### config.mk
export PLATFORM = sky130hd
export DESIGN_NAME = mseu_ram
export DESIGN_NICKNAME = d
export VERILOG_FILES = /design/src/rtl/mseu_ram.sv
export SDC_FILE = /design/constraint.sdc
export NUM_CORES = 1
export LEC_CHECK = 0
export BUFFER_PORTS_ARGS = -buffer_cell sky130_fd_sc_hd__buf_2
export CORE_UTILIZATION = 50
export CTS_BUF_LIST = sky130_fd_sc_hd__clkbuf_16
export CTS_CLUSTER_SIZE = 24
export DETAILED_ROUTE_END_ITERATION = 8
export GPL_ROUTABILITY_DRIVEN = 1
export PLACE_DENSITY = 0.74
export SYNTH_ARGS = -nofsm -noshare
export SYNTH_HDL_FRONTEND = slang
export SYNTH_SLANG_ARGS = --single-unit
export TNS_END_PERCENT = 5
### constraint.sdc
create_clock -name clk -period 3.2 [get_ports clk]
set_clock_uncertainty 0.1 [all_clocks]
set_input_delay 0.16 -clock clk [delete_from_list [all_inputs] [get_ports clk]]
set_output_delay 0.16 -clock clk [all_outputs]
set_load 0.01 [all_outputs]
### src/rtl/mseu_ram.sv
// Generic single-write, single-read RAM with a registered read port.
module mseu_ram #(
    parameter int WIDTH = 32,
    parameter int DEPTH = 32
) (
    input  logic                     clk,
    input  logic                     we,
    input  logic [$clog2(DEPTH)-1:0] waddr,
    input  logic [WIDTH-1:0]         wdata,
    input  logic [$clog2(DEPTH)-1:0] raddr,
    output logic [WIDTH-1:0]         rdata
);

    logic [WIDTH-1:0] mem [DEPTH];

    always_ff @(posedge clk)
    begin
        if (we)
        begin
            mem[waddr] <= wdata;
        end
        rdata <= mem[raddr];
    end

endmodule

# After elaboration in Yosys (flattened, before gate mapping)
# Memories as Yosys holds them, arrays and structs flattened. A register that Yosys moved wholly into a read port is not among the register bits.
# Cells that the tools add are included.
# word_totals
inputBits	44
ram_bits	1024
wordCells	3
regBits	0
mem_count	1
# op_classes
n_mux	2
# memory_table
name	depth	word_bits	rd	rd_ports_with_merged_regs	wr	line	text
mem	32	32	1	1	1	14	logic [WIDTH-1:0] mem [DEPTH];
# op_table
op	n
2-to-1 mux 1 bit	2

# Longest topological paths before layout
# Gate-level depths: netlist (run 1).
# logic_depth
word_depth	2
ltp_mapped	8

# Least setup slack after synthesis (run 1)
# No wires, ideal clock.
# synth_path
path_type	input-to-reg
start	input waddr[1]
end	memory mem[12][0] (enable)
stages	3
t_required_ns	2.679
path_buffers	1
setup_slack_ns	0.506
arrival_time_ns	2.173
cell_sequence	or3b_2 clkbuf_1 nor2_1
# synth_lines
element	line	text
start: declaration	8	input logic [$clog2(DEPTH)-1:0] waddr,
end: declaration	14	
# Straight into the memory's write port.

# Worst setup path after layout (run 1)
# layout_path
start	input waddr[1]
end	memory mem[28][1] (enable)
# Straight into the memory's write port.

==> parameters.txt, run 1 <==
Parameter                              Value

STA
  Tcrit/Tclk final    0.537
  Number of setup violations in the final report    0
  Time the worst path needs with I/O delays and setup    1.72 ns
  Achievable frequency    582 MHz
  Number of pins with negative max-slew slack in the final report    0
  Post-Route Setup TNS    0 ns
  Setup repair after global routing missed its margin    false
  Final Hold Vio Count    0
  Transition at the pin with the smallest max-transition slack    1.09 ns
  Worst relative slew slack    0.271

Global routing
  Via count of the first global-routing pass    22100
  Global routing usage summed across all routing layers    0.241
  Antenna violations before repair    3
  Wire length of the first global-routing pass    144000 um
  Total grt overflow    0
  Largest net degree at the start of global routing    63

Floorplan
  Effective utilization at floorplan    0.509
  Total Die Area    82100 um^2
  Die W    287 um
  Overall die height    287 um
  Row cnt    103
  IO Pins    76
  Core region area    79500 um^2

Final layout
  Fillers    5676
  Area taken by multi-input logic gates    8610 um^2
  Synth-to-Final Area Change    14.4%
  Summed area of non-filler cells in the final layout    46300 um^2
  Layout Nets    2477
  Sequential cell area    31400 um^2
  Fraction of final layout cells with drive strength greater than 1    0.140
  Inserted Diodes    0

Clocking
  CTS resizes    0
  Number of buffers added by the clock tree synthesis step    103
  CTS Hold Bufs    32
  Clk root buf    sky130_fd_sc_hd__clkbuf_16
  Post-CTS Setup Bufs    0
  Clock tree from TritonCTS    yes
  Sinks on Clock Net    1056
  Clock latency of the later-clocked register in the worst-skew pair    0.67 ns
  Maximum level of the CTS H-tree    3
  CTS clock-pin slew for the worst setup and hold paths    0.06 ns
  Clock Tree Buf Depth    3

Setup path
  Critical Setup Path Class    in -> reg
  Critical path arrival    1.96 ns
  Largest fanout of any net on the critical path    14
  Endpoint type of the worst setup path    flop
  Data required time at the worst endpoint    3.44 ns
  Kind of launch point of the worst setup path    input pin
  Flop2flop setup slack    1.66 ns

Pwr
  Clock power share    0.408
  Power dissipated by switching net loads    6.09 mW
  Flop pwr share    0.539
  Largest voltage drop on the vdd net    459 uV
  Share of power burned in combinational logic    0.053
  Leakage power figure    16.3 nW
  P per Cell Area    619 nW/um^2
  Cell-internal power    22.6 mW
  Switching fraction of total power    0.212

Job
  Reported max-cap violation count    0

Routing
  WL final    98500 um
  Vias per cell    6.05
  Detailed-route wire length per cell    27.6 um
  Remaining design rule violation count    0
  Initial detailed-routing violation count    2376
  Pre-Repair DR Iteration Count    6
  Routed vias    21600
  Antenna-violating nets left    0

Yosys
  Synth top area cells    sky130_fd_sc_hd__edfxtp_1 (76%), sky130_fd_sc_hd__mux2i_1 (13%), sky130_fd_sc_hd__a22oi_1 (1.8%)
  Part of the Yosys area used for sequential elements    0.775
  Number of synthesized register bits    1056
  Netlist area before placement    40500 um^2
  Yosys top cell area share    0.760
  Post-synth cell types    25
  Share of async-settable or async-resettable flops after synthesis    0
  Mean instance size in the synthesized netlist    17.9 um^2
  Post-synthesis net count    2304
  Most numerous cell in the Yosys netlist    sky130_fd_sc_hd__edfxtp_1
  Syn. warnings    0
  Post-synth EDFFs    1024
  Cell taking the most area after synthesis    sky130_fd_sc_hd__edfxtp_1
  Synth top cells by count    sky130_fd_sc_hd__edfxtp_1 (1024), sky130_fd_sc_hd__mux2i_1 (512), sky130_fd_sc_hd__nand2_1 (98), sky130_fd_sc_hd__nand3_1 (98)
  Post-Syn Instances    2260
  Ys flop type    sky130_fd_sc_hd__edfxtp_1

Outcome
  Result of the run    completed

Min path
  Worst min-delay path category    in -> reg

Placed design
  Port Buffers    75
  Placed Area    42700 um^2
  Post-detailed-placement half-perimeter wirelength    53900 um
  Routability-driven placement congestion ratio    0.805
kinds of logic after synthesis:
| kind of cell | synth area share |
|---|---|
| compound gates | 0.0485 |
| buf+inv | 0.0186 |
| flops | 0.775 |
| mux | 0.127 |
| simple gates | 0.0310 |
cells in the final DEF (no fill, tap or decap), types with 2 or more instances in the layout:
master / count
sky130_fd_sc_hd__a21oi_1: 96
sky130_fd_sc_hd__a22o_1: 64
sky130_fd_sc_hd__a22oi_1: 96
sky130_fd_sc_hd__a31oi_1: 32
sky130_fd_sc_hd__buf_12: 28
sky130_fd_sc_hd__buf_2: 74
sky130_fd_sc_hd__buf_4: 60
sky130_fd_sc_hd__bufinv_16: 10
sky130_fd_sc_hd__clkbuf_16: 104
sky130_fd_sc_hd__clkinv_1: 22
sky130_fd_sc_hd__clkinv_2: 24
sky130_fd_sc_hd__clkinvlp_4: 5
sky130_fd_sc_hd__dfxtp_1: 32
sky130_fd_sc_hd__dlygate4sd3_1: 32
sky130_fd_sc_hd__edfxtp_1: 1024
sky130_fd_sc_hd__inv_1: 24
sky130_fd_sc_hd__inv_6: 2
sky130_fd_sc_hd__mux2i_1: 512
sky130_fd_sc_hd__nand2_1: 97
sky130_fd_sc_hd__nand2b_2: 2
sky130_fd_sc_hd__nand3_1: 98
sky130_fd_sc_hd__nand3b_1: 5
sky130_fd_sc_hd__nor2_4: 33
sky130_fd_sc_hd__nor3_1: 32
sky130_fd_sc_hd__or3b_2: 3
state kept, by name, indices dropped and copies added, names as in the netlist:
| name | count |
|---|---|
| mem | 1024 |
| rdata | 32 |
worst paths after layout:
path	cells past startpoint	endpoint	from
setup / recovery	4	mem[28][1]$_DFFE_PP_	waddr[1]
hold / removal	5	rdata[13]$_DFF_P_	raddr[1]
hold reg to reg	4	rdata[1]$_DFF_P_	mem[26][1]$_DFFE_PP_
setup reg to reg	5	rdata[15]$_DFF_P_	mem[3][15]$_DFFE_PP_
metrics by stage:
stage | util | hold slack (ns) | setup WS (ns) | power (mW) | instances
2_1_floorplan | - | 0.159 | 0.506 | 16.5 | 2260
3_3_place_gp | 0.537 | 0.457 | 0.853 | 17.2 | 3346
3_5_place_dp | 0.537 | 0.457 | 0.819 | 17.2 | 3346
4_1_cts | 0.582 | 0.0756 | 1.51 | 28.8 | 3571
5_1_grt | 0.582 | 0.114 | 1.39 | 29.4 | 3571
6_report | 0.582 | 0.110 | 1.48 | 28.7 | 3571
power by group through the flow:
| stage | Clock [mW] | Sequential [mW] | Combinational (mW) |
|---|---|---|---|
| 5_1_grt | 12.4 | 15.5 | 1.61 |
| 3_5_place_dp | 0 | 15.7 | 1.47 |
| 2_1_floorplan | 0 | 15.7 | 0.794 |
| 4_1_cts | 11.8 | 15.5 | 1.52 |
| 6_report | 11.7 | 15.5 | 1.52 |
| 3_3_place_gp | 0 | 15.7 | 1.43 |
layout make-up:
class / count / share of cell area
clock buffers: 104 / 0.0562
well taps: 1050 / 0.0284
multi-input cells: 1077 / 0.186
repair buffers: 195 / 0.0371
flip-flops and latches: 1056 / 0.678
clock inverters: 89 / 0.0148
worst max-delay path, stage by stage:
cell and delay, ns:
sky130_fd_sc_hd__buf_2 0.12, sky130_fd_sc_hd__or3b_2 0.70, sky130_fd_sc_hd__nor2_4 0.62, sky130_fd_sc_hd__buf_4 0.34
per-layer routing:
layer	vias up	track usage	wire [um]
met5	-	0	34
met4	6	0.0991	3850
met3	228	0.0351	8200
met2	1126	0.392	47400
met1	10900	0.328	39000
li1	9330	-	-
(Power assumes the default switching activity.)
==> run 2: changes to the inputs <==
- PLACE_DENSITY: 0.74 -> 0.76
- clock period: 3.2 -> 1.4 ns (I/O delays scaled with it)
==> run 2 against run 1 <==
Against the previous run: the run now ends with negative setup slack left; non-clock buffer count increased by 165; clock-buffer cell count fell by 2; die area is the same; design area grew 5.0%; combinational power rose to 2.6 times the previous value; sequential power rose by 130%; critical endpoint is now rdata[19]$_DFF_P_; utilization increased by 2.9 points; total power up 130%; critical path type is now reg -> reg; setup slack got worse by 1.6 ns.
==> parameters.txt, run 2 (same netlist as run 1, synthesis figures left out) <==
Parameter                              Value

Routing
  WL final    97200 um (-1.3%)
  Antenna-violating nets left    0 (unchanged)
  Initial detailed-routing violation count    2182 (-8.2%)
  Remaining design rule violation count    0 (unchanged)
  Pre-Repair DR Iteration Count    6 (unchanged)
  Routed vias    22300 (+3.3%)
  Vias per cell    5.99 (-1.1%)
  Detailed-route wire length per cell    26.1 um (-5.4%)

Final layout
  Area taken by multi-input logic gates    8800 um^2 (+2.2%)
  Largest register FFs    1024 (unchanged)
  Final cell count without fillers    3728 (+4.4%)
  Layout Nets    2640 (+6.6%)
  Fraction of final layout cells with drive strength greater than 1    0.204 (+0.0635)
  Fillers    5325 (-6.2%)
  Reg with most FFs    mem
  Sequential cell area    31400 um^2 (about the same)
  Synth-to-Final Area Change    20.1%
  Commonest non-fill, non-tap cell in the layout    sky130_fd_sc_hd__edfxtp_1
  Commonest cells after routing, fill and taps aside    sky130_fd_sc_hd__edfxtp_1 (1024), sky130_fd_sc_hd__mux2i_1 (510), sky130_fd_sc_hd__buf_4 (152)
  Top flop regs    mem x1024, rdata x32
  Inserted Diodes    0 (unchanged)

STA
  Worst setup margin    -0.132 ns (-1.61 ns)
  Worst relative slew slack    0.545 (+0.273)
  Tcrit/Tclk final    1.09
  Post-Route Setup TNS    -0.741 ns (-0.741 ns)
  Setup repair after global routing missed its margin    true
  Time the worst path needs with I/O delays and setup    1.53 ns
  Number of setup violations in the final report    12 (+12)
  Achievable frequency    653 MHz
  Final worst hold slack    0.0526 ns (-0.0576 ns)
  Number of pins with negative max-slew slack in the final report    0 (unchanged)
  Final Hold Vio Count    0 (unchanged)
  Transition at the pin with the smallest max-transition slack    0.683 ns (-0.410 ns)

Placed design
  Port Buffers    75 (unchanged)
  Post-detailed-placement half-perimeter wirelength    61100 um (+13%)
  Place WS    -0.470 ns (-1.29 ns)
  # placed instances    3509 (+4.9%)
  Routability-driven placement congestion ratio    0.848 (+5.4%)

Global routing
  Wire length of the first global-routing pass    143000 um (-0.48%)
  Total grt overflow    0 (unchanged)
  Global routing usage summed across all routing layers    0.237 (-0.00421)
  Largest net degree at the start of global routing    36 (-43%)
  Via count of the first global-routing pass    22900 (+3.6%)
  Antenna violations before repair    2 (-1)

Floorplan
  Row cnt    103 (unchanged)
  Total Die Area    82100 um^2 (unchanged)
  IO Pins    76 (unchanged)
  Overall die height    287 um (unchanged)
  Core region area    79500 um^2 (unchanged)
  Effective utilization at floorplan    0.509 (unchanged)
  Die W    287 um (unchanged)

Pwr
  Power, Total    66.1 mW (+130%)
  Leakage power figure    17.4 nW (+6.8%)
  P per Cell Area    1360 nW/um^2 (+120%)
  Largest voltage drop on the vdd net    971 uV (+110%)

Setup path
  Data required time at the worst endpoint    1.83 ns (-1.61 ns)
  Critical path arrival    1.96 ns (about the same)
  Kind of launch point of the worst setup path    flop
  Critical Setup Path Class    reg -> reg
  Largest fanout of any net on the critical path    1 (-13)
  Crit path from    mem[5][19]$_DFFE_PP_
  Source of the worst register-to-register timing path    mem[5][19]$_DFFE_PP_
  Endpoint type of the worst setup path    flop

Clocking
  Clock tree from TritonCTS    yes
  CTS clock-pin slew for the worst setup and hold paths    0.06 ns (about the same)
  Maximum level of the CTS H-tree    3 (unchanged)
  Post-CTS Setup Bufs    0 (unchanged)
  Sinks on Clock Net    1056 (unchanged)
  Clk root buf    sky130_fd_sc_hd__clkbuf_16
  Number of buffers added by the clock tree synthesis step    101 (-1.9%)
  Clock Tree Buf Depth    3 (unchanged)
  Clock latency of the later-clocked register in the worst-skew pair    0.67 ns (about the same)

Min path
  Worst min-delay path category    in -> reg
  Worst hold start    raddr[2]

Outcome
  Failing checks    negative setup slack
  Result of the run    complete, but fails checks

Job
  Reported max-cap violation count    0 (unchanged)
==> run 2: cell types whose count changed in the layout (fill, tap and decap cells not counted), sizes merged <==
| cell | previous run | this run |
|---|---|---|
| bufinv | 10 | 12 |
| clkinv | 47 | 41 |
| inv | 27 | 24 |
| clkinvlp | 5 | 6 |
| clkbuf | 104 | 102 |
| buf | 163 | 326 |
| dlygate4sd3 | 32 | 34 |
==> run 2: path summary, 6_finish.rpt <==
check,endpoint,slack [ns],cells after the start
setup / recovery,rdata[19]$_DFF_P_,-0.13,6
hold / removal,rdata[6]$_DFF_P_,0.05,6
setup reg to reg,rdata[19]$_DFF_P_,-0.13,6
hold reg to reg,rdata[20]$_DFF_P_,0.51,4
==> run 2: stage by stage <==
step           utilization  area (um^2)
6_report             0.612        48600
5_1_grt              0.612        48600
3_5_place_dp         0.564        44800
3_3_place_gp         0.564        44800
4_1_cts              0.611        48600
2_1_floorplan            -        40700
==> run 2: power breakdown <==
part | total [mW] | switching [mW] | internal [mW]
logic | 4.00 | 2.42 | 1.59
clock network | 26.7 | 11.3 | 15.4
registers | 35.3 | 0.170 | 35.2
==> run 2: cell type report <==
class,instances,area share
clock buffers,102,0.0525
clock inverters,83,0.0147
multi-input cells,1077,0.181
repair buffers,360,0.0794
flip-flops and latches,1056,0.645
well taps,1050,0.0270
==> run 2: routing by layer <==
layer	share of wire	track usage	vias to the layer above
met3	0.080	0.0422	212
met1	0.39	0.313	11400
met5	0.00011	0	-
li1	-	-	9661
met2	0.49	0.391	1062
met4	0.033	0.0917	2
==> run 2: repair_timing <==
item,CTS,global route
pin swaps,15,17
hold endpoints to repair,1026,0
resized for setup,30,7
hold buffers,34,0
endpoints found under the setup margin,21,21
==> run 2: worst max-delay path, cell delays in order (launching register included) <==
cell	delay (ns)
sky130_fd_sc_hd__edfxtp_1	0.38
sky130_fd_sc_hd__mux2i_1	0.18
sky130_fd_sc_hd__a22o_1	0.18
sky130_fd_sc_hd__nor3_2	0.06
sky130_fd_sc_hd__a31oi_2	0.28
sky130_fd_sc_hd__buf_4	0.17
sky130_fd_sc_hd__nand3_2	0.05
==> run 3: changes to the inputs <==
- CORE_ASPECT_RATIO: unset -> 1.4
- PLACE_DENSITY: 0.76 -> 0.74
- clock period: 1.4 -> 1.9 ns (I/O delays scaled with it)
==> run 3 against run 2 <==
Against the previous run: the run now ends clean; design area shrank 2.6%; via count shrank 2.1%; utilization shrank 2.1 points; wire length shrank 1.2%; total power shrank 29%; setup slack gained 0.20 ns; die area is essentially flat; sequential power shrank 26%; critical endpoint is now rdata[6]$_DFF_P_; combinational power shrank 32%; register-to-register slack gained 0.59 ns; first-iteration DRC count shrank 5.0%.
==> parameters.txt, run 3 (same netlist as run 1, synthesis figures left out) <==
Parameter                              Value

Outcome
  Result of the run    completed

Setup path
  Buffers & Inverters on Critical Path    4 (+3)
  Endpoint type of the worst setup path    flop
  Data required time at the worst endpoint    2.32 ns (+0.49 ns)
  Critical Setup Path Class    in -> reg
  Critical path arrival    2.26 ns (+0.30 ns)
  Worst stage delay on the critical path    0.56 ns (+0.18 ns)
  Crit path from    raddr[0]
  Source of the worst register-to-register timing path    mem[3][7]$_DFFE_PP_
  Family with the most delay on the worst path    buffers and inverters
  Most common cell type on the critical path    sky130_fd_sc_hd__buf_16
  Crit-path slowest cell    sky130_fd_sc_hd__dlygate4sd3_1
  Kind of launch point of the worst setup path    input pin
  Largest fanout of any net on the critical path    31 (+30)
  Crit-path cells    dlygate4sd3_1, buf_8, buf_16, buf_16, mux2i_1, a22oi_1, a31oi_1, nand3_1

Global routing
  Via count of the first global-routing pass    22400 (-2.2%)
  Largest net degree at the start of global routing    40 (+11%)
  Antenna violations before repair    5 (+3)
  Global routing usage summed across all routing layers    0.234 (-0.00291)
  Total grt overflow    0 (unchanged)
  Wire length of the first global-routing pass    142000 um (-0.96%)

Clocking
  Clock Tree Buf Depth    3 (unchanged)
  Sinks on Clock Net    1056 (unchanged)
  Clock tree from TritonCTS    yes
  Maximum level of the CTS H-tree    3 (unchanged)
  Clock latency of the later-clocked register in the worst-skew pair    0.65 ns (-0.02 ns)
  Clk root buf    sky130_fd_sc_hd__clkbuf_16
  CTS clock-pin slew for the worst setup and hold paths    0.07 ns (about the same)
  Number of buffers added by the clock tree synthesis step    87 (-14%)

STA
  Tcrit/Tclk final    0.967
  Transition at the pin with the smallest max-transition slack    0.695 ns (+0.0117 ns)
  Time the worst path needs with I/O delays and setup    1.84 ns
  Final Hold Vio Count    0 (unchanged)
  Post-Route Setup TNS    0 ns (+0.741 ns)
  Worst relative slew slack    0.537 (-0.00783)
  Number of pins with negative max-slew slack in the final report    0 (unchanged)
  Achievable frequency    544 MHz
  Setup repair after global routing missed its margin    false
  Number of setup violations in the final report    0 (-12)

Placed design
  # placed instances    3432 (-2.2%)
  Routability-driven placement congestion ratio    0.833 (-1.8%)
  Post-detailed-placement half-perimeter wirelength    57600 um (-5.8%)
  Port Buffers    75 (unchanged)

Pwr
  Leakage power figure    16.7 nW (-4.1%)
  Largest voltage drop on the vdd net    673 uV (-31%)
  P per Cell Area    997 nW/um^2 (-27%)

Job
  Reported max-cap violation count    0 (unchanged)

Final layout
  Reg with most FFs    mem
  Layout Nets    2540 (-3.8%)
  Largest register FFs    1024 (unchanged)
  Inserted Diodes    0 (unchanged)
  Final cell count without fillers    3630 (-2.6%)
  Commonest cells after routing, fill and taps aside    sky130_fd_sc_hd__edfxtp_1 (1024), sky130_fd_sc_hd__mux2i_1 (512), sky130_fd_sc_hd__nand3_1 (98)
  Fraction of final layout cells with drive strength greater than 1    0.159 (-0.0446)
  Top flop regs    mem x1024, rdata x32
  Commonest non-fill, non-tap cell in the layout    sky130_fd_sc_hd__edfxtp_1
  Synth-to-Final Area Change    17.0%

Floorplan
  Effective utilization at floorplan    0.505 (-0.00423)
  Total Die Area    82100 um^2 (about the same)
  Die W    242 um (-15%)
  Overall die height    339 um (+18%)
  Core region area    80200 um^2 (+0.84%)
  IO Pins    76 (unchanged)
  Row cnt    123 (+19%)

Min path
  Worst min-delay path category    in -> reg
  Worst hold start    raddr[3]

Routing
  Pre-Repair DR Iteration Count    7 (+1)
  Vias per cell    6.02 (+0.53%)
  Routed vias    21800 (-2.1%)
  Detailed-route wire length per cell    26.5 um (+1.5%)
  Remaining design rule violation count    0 (unchanged)
  Initial detailed-routing violation count    2073 (-5.0%)
  Antenna-violating nets left    0 (unchanged)
  WL final    96100 um (-1.2%)
run 3: changes by cell type in the layout (fill, tap and decap cells not counted), moves of 6 or more:
cell / previous run / this run
sky130_fd_sc_hd__a31oi_1: 23 / 32
sky130_fd_sc_hd__buf_4: 152 / 75
sky130_fd_sc_hd__clkinv_2: 23 / 12
sky130_fd_sc_hd__buf_12: 100 / 83
sky130_fd_sc_hd__clkbuf_16: 102 / 90
sky130_fd_sc_hd__a31oi_2: 7 / 0
sky130_fd_sc_hd__nand3_1: 88 / 98
sky130_fd_sc_hd__nand3_2: 6 / 0
run 3: what timing repair did:
item / in CTS / in global routing
endpoints found under the hold margin: 1031 / 0
hold buffers: 36 / 0
resized for setup: 0 / 4
buffers inserted: 0 / 0
endpoints found under the setup margin: 0 / 3
run 3: path summary, 6_finish.rpt:
| kind | to | slack, ns | cells after the start |
|---|---|---|---|
| worst min register to register | rdata[30]$_DFF_P_ | 0.49 | 4 |
| worst max-delay path | rdata[6]$_DFF_P_ | 0.06 | 8 |
| worst min-delay path | rdata[12]$_DFF_P_ | 0.08 | 6 |
| worst max register to register | rdata[7]$_DFF_P_ | 0.46 | 6 |
run 3: worst register-to-register path, stage by stage (launching register included):
cell	delay, ns
sky130_fd_sc_hd__edfxtp_1	0.38
sky130_fd_sc_hd__mux2i_1	0.18
sky130_fd_sc_hd__a22o_1	0.16
sky130_fd_sc_hd__nor3_1	0.05
sky130_fd_sc_hd__a31oi_1	0.17
sky130_fd_sc_hd__buf_4	0.17
sky130_fd_sc_hd__nand3_1	0.11
run 3: area by class of cell:
type,count,area (um^2)
repair buffers,274,3090
clock buffers,89,2230
flip-flops and latches,1056,31400
clock inverters,72,717
fillers,5561,32800
multi-input cells,1077,8610
well taps,1062,1330
run 3: power breakdown:
group          internal [mW]  switching [mW]  leakage, nW
Combinational           1.04            1.68         5.68
Sequential              25.9           0.148         9.49
Clock                   10.4            8.01         1.49
Total                   37.4            9.84         16.7
run 3: per-stage QoR:
stage	total power [mW]	hold slack, ns	utilization	worst slack [ns]	instance area (um^2)
floorplan	27.9	0.0939	-	-0.525	40500
global placement	29.1	0.392	0.549	0.0174	44000
CTS	47.3	0.0701	0.590	0.0794	47300
finish	47.2	0.0845	0.591	0.0630	47400
detailed placement	29.2	0.395	0.549	-0.00729	44000
global route	48.4	0.105	0.591	0.00574	47400
run 3: metal layers:
layer | track usage | up-vias | share of wire
li1 | - | 9439 | -
met1 | 0.296 | 11200 | 0.38
met2 | 0.407 | 936 | 0.52
met3 | 0.0283 | 222 | 0.066
met4 | 0.0977 | 2 | 0.039
met5 | 0 | - | 0.00011
